$ cat src/rtl/iiel_pkg.sv
// Shared types and codes for the indexed insert/erase list.
package iiel_pkg;

	// Payload field widths, fixed by the channel format
	localparam int REQ_TYPE_W = 2;
	localparam int POS_W      = 7;
	localparam int DATA_W     = 32;
	localparam int COUNT_W    = 7;
	localparam int STATUS_W   = 2;

	// Request kinds
	localparam logic [REQ_TYPE_W-1:0] REQ_READ   = 2'd0;
	localparam logic [REQ_TYPE_W-1:0] REQ_INSERT = 2'd1;
	localparam logic [REQ_TYPE_W-1:0] REQ_ERASE  = 2'd2;
	localparam logic [REQ_TYPE_W-1:0] REQ_MODIFY = 2'd3;

	// Status codes
	localparam logic [STATUS_W-1:0] ST_OK    = 2'd0;
	localparam logic [STATUS_W-1:0] ST_RANGE = 2'd1;
	localparam logic [STATUS_W-1:0] ST_FULL  = 2'd2;

	// Command broadcast to every cell of the row
	typedef struct packed {
		logic             ins;
		logic             era;
		logic             mdf;
		logic [POS_W-1:0] pos;
	} cell_cmd_t;

endpackage

$ cat src/rtl/iiel_cell.sv
// One list slot: holds an element and shifts to or from its neighbours.
module iiel_cell #(
	parameter int IDX        = 0,
	parameter int IW         = 7,
	parameter int ELEM_WIDTH = 32
) (
	input  logic                    clk,
	input  iiel_pkg::cell_cmd_t     cmd,
	input  logic [ELEM_WIDTH-1:0]   value,
	input  logic [ELEM_WIDTH-1:0]   left,
	input  logic [ELEM_WIDTH-1:0]   right,
	output logic [ELEM_WIDTH-1:0]   data,
	output logic [ELEM_WIDTH-1:0]   rd_word
);
	import iiel_pkg::*;

	logic [ELEM_WIDTH-1:0] data_q;
	logic [IW-1:0]         pos_w;
	logic                  hit;
	logic                  above;

	// Where this slot sits relative to the requested position
	assign pos_w = IW'(cmd.pos);
	assign hit   = (pos_w == IW'(IDX));
	assign above = (pos_w < IW'(IDX));

	// Insert pulls from the left, erase pulls from the right
	always_ff @(posedge clk) begin
		if (cmd.ins) begin
			if (above) begin
				data_q <= left;
			end else if (hit) begin
				data_q <= value;
			end
		end else if (cmd.era) begin
			if (above || hit) begin
				data_q <= right;
			end
		end else if (cmd.mdf && hit) begin
			data_q <= value;
		end
	end

	assign data    = data_q;
	assign rd_word = hit ? data_q : '0;

endmodule

$ cat config.mk
export PLATFORM = sky130hd
export DESIGN_NAME = iiel_cell
export DESIGN_NICKNAME = d
export VERILOG_FILES = /design/src/rtl/iiel_pkg.sv /design/src/rtl/iiel_cell.sv
export SDC_FILE = /design/constraint.sdc
export NUM_CORES = 1
export LEC_CHECK = 0
export ABC_AREA = 0
export BUFFER_PORTS_ARGS = -buffer_cell sky130_fd_sc_hd__buf_2
export CAP_MARGIN = 20
export CORE_MARGIN = 2
export CORE_UTILIZATION = 34
export CTS_BUF_LIST = sky130_fd_sc_hd__clkbuf_16
export DETAILED_ROUTE_END_ITERATION = 8
export GPL_ROUTABILITY_DRIVEN = 0
export PLACE_DENSITY_LB_ADDON = 0.08
export SKIP_CTS_REPAIR_TIMING = 1
export SYNTH_ARGS = -nofsm -noshare
export SYNTH_HDL_FRONTEND = slang
export SYNTH_SLANG_ARGS = --single-unit
$ cat constraint.sdc
create_clock -name clk -period 4.65 [get_ports clk]
set_clock_uncertainty 0.2 [all_clocks]
set_input_delay 1.1625 -clock clk [delete_from_list [all_inputs] [get_ports clk]]
set_output_delay 1.1625 -clock clk [all_outputs]
set_load 0.02 [all_outputs]
==> flow_metrics.py, run 1 <==
metrics = {
    "outcome": {
        "status": "finished, final reports clean",
    },
    "routing": {
        "viasPerCell": 4.272,
        "vias": 1508,
        "drc_errors": 0,
        "first_iter_violations": 53,
        "ant_nets": 0,
        "wirelength_microns": 4406,
        "dr.pass1.iters": 6,
        "wl_per_cell_microns": 12.48,
    },
    "cells_and_area": {
        "final_cell_mix": "buf_2 (138), inv_1 (32), edfxtp_1 (32)",
        "register_area_sq_um": 960.9,
        "multi_input_comb_area_sq_um": 724.4,
        "nFillCells": 511,
        "drive_gt1_share_pct": 75.09,
        "instances_no_fill": 353,
        "area_growth_pct": 44.65,
        "largest_reg_flops": 32,
        "final_common_cell": "buf_2",
        "layout.nets": 387,
        "antenna_cells": 0,
    },
    "synth": {
        "ys_types": 13,
        "synthesis.yosys.warnings": 0,
        "synth.area.top_cells": "edfxtp_1 (51%), mux2_2 (18%), nor3_2 (16%)",
        "synth_area_leader_cell": "edfxtp_1",
        "netlist_instances": 145,
        "synth-seq-area-share_pct": 50.73,
        "ys_ff_latch": 32,
        "synth_fp_nets": 252,
        "syn_area_sq_um": 1894,
        "netlist.area_leader.share_pct": 50.73,
        "syn_area_per_cell_sq_um": 13.06,
    },
    "clock_tree": {
        "clock-root-buffer": "clkbuf_16",
        "htree_levels": 2,
        "clock_path_buffers": 2,
        "cts_tree": "built",
        "clock-sinks": 32,
        "numCtsBuffers": 5,
        "clkTransAtPathRegs_ns": 0.05,
    },
    "place": {
        "dp.cells": 345,
        "portBuffers": 138,
        "dp_hpwl_microns": 3294,
        "pre_cts_ws_ns": 0.6646,
    },
    "global_route": {
        "track_usage_pct": 14.82,
        "gr-total-overflow": 0,
        "grt_max_degree": 34,
        "antenna_found_initial": 0,
        "grt_pass1_vias": 1500,
        "grt_pass1_wl_microns": 6989,
    },
    "die": {
        "core_sq_um": 5439,
        "die_h_microns": 78.64,
        "die_area_sq_um": 6184,
        "num_rows": 27,
        "die_x_microns": 78.64,
        "io_pins": 171,
        "start_util_pct": 34.83,
    },
    "timing": {
        "clock.fmax_mhz": 250.1,
        "fin_crit_ns": 3.999,
        "worst_slew_pin_slew_ns": 0.9795,
        "drv_slew": 0,
        "finalCritPeriodShare_pct": 85.99,
        "rsz0062_at_grt": "no",
        "fin_tns_setup_ns": 0,
        "setup_violations": 0,
        "fin_ws_ns": 0.6513,
        "slew_headroom_pct": 34.70,
        "hold_viol_final": 0,
    },
    "min_path": {
        "min_to": "data[30]",
        "whs_path_depth": 2,
        "hp-class": "input pin to register",
        "holdCritStartpoint": "value[30]",
    },
    "setup_path": {
        "worstPathRequired_ns": 3.29,
        "arrival_ns": 2.64,
        "end_kind": "output pin",
        "worst_setup_path_start_kind": "input pin",
        "path_class": "input pin to output pin",
        "cp_max_fo": 33,
    },
    "pwr": {
        "p_int_w": 0.0005605,
        "pwr-share-seq_pct": 46.0,
        "power_w": 0.0007020,
        "p_sw_share_pct": 20.16,
        "switchingPower_w": 0.0001415,
        "combPwrFrac_pct": 11.0,
        "ir_worst_vdd_mv": 0.1422,
        "p_leak_nw": 1.290,
        "powerDensity_nw_per_um2": 256.2,
        "clockPowerShare_pct": 43.0,
    },
    "run": {
        "max_cap_violations": 0,
    },
}
==> power by group through the flow <==
stage / Clock, W / Sequential [W] / Combinational [W]
global placement: 0 / 0.000328 / 0.0000774
global route: 0.000327 / 0.000323 / 0.0000856
floorplan: 0 / 0.000331 / 0.0000425
finish: 0.000302 / 0.000323 / 0.0000772
CTS: 0.000314 / 0.000323 / 0.0000789
detailed placement: 0 / 0.000328 / 0.0000786
==> how the worst max path moves through the flow <==
stage,from,end,slack (ns),cells after the start
after floorplan,cmd[2],data[0],0.88,3
after global placement,cmd[1],rd_word[31],0.67,4
after detailed placement,cmd[1],rd_word[31],0.66,4
after CTS,cmd[1],rd_word[31],0.66,4
after global routing,cmd[1],rd_word[20],0.60,4
final,cmd[1],rd_word[31],0.65,4
==> cell type report <==
type,instances,share of cell area [%]
flip-flops and latches,32,35.07
multi-input cells,69,26.44
repair buffers,140,25.75
clock buffers,5,4.566
inverters,32,4.384
well taps,72,3.288
clock inverters,3,0.5023
==> cell usage after synthesis <==
| cell | number |
|---|---|
| nor2b_1 | 1 |
| clkbuf_1 | 2 |
| mux2_1 | 2 |
| edfxtp_1 | 32 |
| or3_1 | 1 |
| inv_1 | 32 |
| buf_2 | 6 |
| nor3_1 | 4 |
| buf_12 | 3 |
| or4_4 | 1 |
| nor3_2 | 30 |
| buf_6 | 1 |
| mux2_2 | 30 |
==> cells by family after synthesis <==
kind of cell	share of synthesized area, %
flip-flops	50.73
buffers and inverters	12.09
AND/OR/NAND/NOR	18.16
multiplexers	19.02
==> per-layer routing <==
metal  global-route usage (%)  vias to the layer above  part of all wire (%)
li1                         -                      766                     -
met1                    15.33                      666                    38
met2                    26.50                       72                    51
met3                    6.207                        4                   9.9
met4                    5.614                        0                   1.2
met5                        0                        -                     0
==> metrics by stage <==
stage / hold WS [ns] / instance area, sq um / util [%]
floorplan: 1.163 / 1899 / -
detailed placement: 1.250 / 2601 / 47.83
global route: 0.9885 / 2740 / 50.38
global placement: 1.245 / 2601 / 47.83
CTS: 0.9712 / 2740 / 50.38
finish: 0.9785 / 2740 / 50.38
==> worst max-delay path, cell delays in order <==
cell and delay (ns):
buf_2 0.09, or3_2 0.88, nor3_1 0.29, buf_2 0.21
Power figures use the tool's default switching activity.
==> run 2: changes to the inputs <==
--- a/config.mk
+++ b/config.mk
@@ -9,7 +9,7 @@
 export BUFFER_PORTS_ARGS = -buffer_cell sky130_fd_sc_hd__buf_2
 export CAP_MARGIN = 20
 export CORE_MARGIN = 2
-export CORE_UTILIZATION = 34
+export CORE_UTILIZATION = 38
 export CTS_BUF_LIST = sky130_fd_sc_hd__clkbuf_16
 export DETAILED_ROUTE_END_ITERATION = 8
 export GPL_ROUTABILITY_DRIVEN = 0
==> constraint.sdc (replaced) <==
create_clock -name clk -period 4.5 [get_ports clk]
set_clock_uncertainty 0.2 [all_clocks]
set_input_delay 1.125 -clock clk [delete_from_list [all_inputs] [get_ports clk]]
set_output_delay 1.125 -clock clk [all_outputs]
set_load 0.02 [all_outputs]
==> flow_metrics.py, run 2 (synthesis gave the netlist of run 1 again) <==
metrics = {
    "outcome": {
        "status": "finished, final reports clean",
    },
    "cells_and_area": {
        "largest_reg_flops": 32,
        "layout.nets": 388,
        "final_common_cell": "buf_2",
        "area_growth_pct": 44.58,
        "final_util_pct": 57.61,
        "antenna_cells": 0,
        "final_cell_mix": "buf_2 (138), inv_1 (34), edfxtp_1 (32)",
        "drive_gt1_share_pct": 74.47,
        "nFillCells": 458,
    },
    "global_route": {
        "antenna_found_initial": 0,
        "track_usage_pct": 15.86,
        "grt_pass1_vias": 1479,
        "grt_pass1_wl_microns": 6513,
        "grt_max_degree": 34,
        "gr-total-overflow": 0,
    },
    "routing": {
        "viasPerCell": 4.444,
        "drc_errors": 0,
        "vias": 1551,
        "dr.pass1.iters": 4,
        "first_iter_violations": 48,
        "wirelength_microns": 4386,
        "wl_per_cell_microns": 12.57,
        "ant_nets": 0,
    },
    "place": {
        "dp_hpwl_microns": 3306,
        "portBuffers": 138,
    },
    "clock_tree": {
        "clock_path_buffers": 2,
        "numCtsBuffers": 5,
        "clock-sinks": 32,
        "cts_tree": "built",
        "clock-root-buffer": "clkbuf_16",
        "clkTransAtPathRegs_ns": 0.05,
        "htree_levels": 2,
    },
    "setup_path": {
        "end_kind": "output pin",
        "cp_max_fo": 13,
        "worstPathRequired_ns": 3.17,
        "arrival_ns": 2.49,
        "worst_setup_path_start_kind": "input pin",
        "path_class": "input pin to output pin",
        "worstSetupStartpoint": "cmd[1]",
        "crit_path_end": "rd_word[31]",
    },
    "pwr": {
        "combPwrFrac_pct": 11.2,
        "ir_worst_vdd_mv": 0.1756,
        "p_int_w": 0.0005780,
        "pwr-share-seq_pct": 46.2,
        "p_leak_nw": 1.296,
        "powerDensity_nw_per_um2": 263.5,
        "p_sw_share_pct": 19.90,
        "power_w": 0.0007216,
        "switchingPower_w": 0.0001436,
        "clockPowerShare_pct": 42.6,
    },
    "timing": {
        "fin_crit_ns": 3.811,
        "hold_viol_final": 0,
        "fin_tns_setup_ns": 0,
        "worst_slew_pin_slew_ns": 0.8986,
        "clock.fmax_mhz": 262.4,
        "drv_slew": 0,
        "rsz0062_at_grt": "no",
        "slew_headroom_pct": 39.97,
        "setup_violations": 0,
        "finalCritPeriodShare_pct": 84.69,
    },
    "die": {
        "die_h_microns": 74.61,
        "die_x_microns": 74.61,
        "die_area_sq_um": 5566,
        "num_rows": 25,
        "core_sq_um": 4755,
        "start_util_pct": 39.84,
        "io_pins": 171,
    },
    "min_path": {
        "hp-class": "input pin to register",
    },
    "run": {
        "max_cap_violations": 0,
    },
}
run 2: through the flow:
| stage | cells | worst slack (ns) | hold slack, ns | cell area, sq um |
|---|---|---|---|---|
| floorplan | 145 | 0.7631 | 1.126 | 1899 |
| global placement | 341 | 0.6805 | 1.215 | 2603 |
| detailed placement | 341 | 0.6683 | 1.214 | 2603 |
| CTS | 349 | 0.6696 | 0.9331 | 2739 |
| global route | 349 | 0.5928 | 0.9369 | 2739 |
| finish | 349 | 0.6888 | 0.9359 | 2739 |
run 2: how the worst min path moves through the flow:
| stage | startpoint | to | slack, ns | depth (start not counted) |
|---|---|---|---|---|
| finish | value[29] | data[29] | 0.94 | 2 |
| global route | value[29] | data[29] | 0.94 | 2 |
| CTS | value[29] | data[29] | 0.93 | 2 |
| detailed placement | value[29] | data[29] | 1.21 | 2 |
| global placement | value[29] | data[29] | 1.22 | 2 |
| floorplan | value[29] | data[29] | 1.13 | 1 |
run 2: power by group through the flow:
stage	clock (W)	combinational (W)	sequential, W
finish	0.000307	0.0000808	0.000334
global route	0.000326	0.0000894	0.000333
CTS	0.000318	0.0000828	0.000333
detailed placement	0	0.0000826	0.000339
global placement	0	0.0000806	0.000339
floorplan	0	0.0000439	0.000342
run 2: cell type report:
class,instances,area [sq um],share of cell area (%)
flip-flops and latches,32,960.9,35.08
multi-input cells,69,724.4,26.45
repair buffers,141,713.2,26.04
clock buffers,5,125.1,4.568
inverters,32,120.1,4.386
well taps,67,83.83,3.061
clock inverters,3,11.26,0.4111
run 2: critical path: stages:
cell,delay [ns]
buf_2,0.09
or3_2,0.67
buf_4,0.28
nor3_1,0.13
buf_2,0.19
run 2: metal layers:
metal / wire, microns / up-vias / global-route usage [%]
li1: - / 771 / -
met1: 1684 / 695 / 17.27
met2: 2278 / 81 / 29.20
met3: 380 / 4 / 4.607
met4: 42 / 0 / 5.556
met5: 0 / - / 0
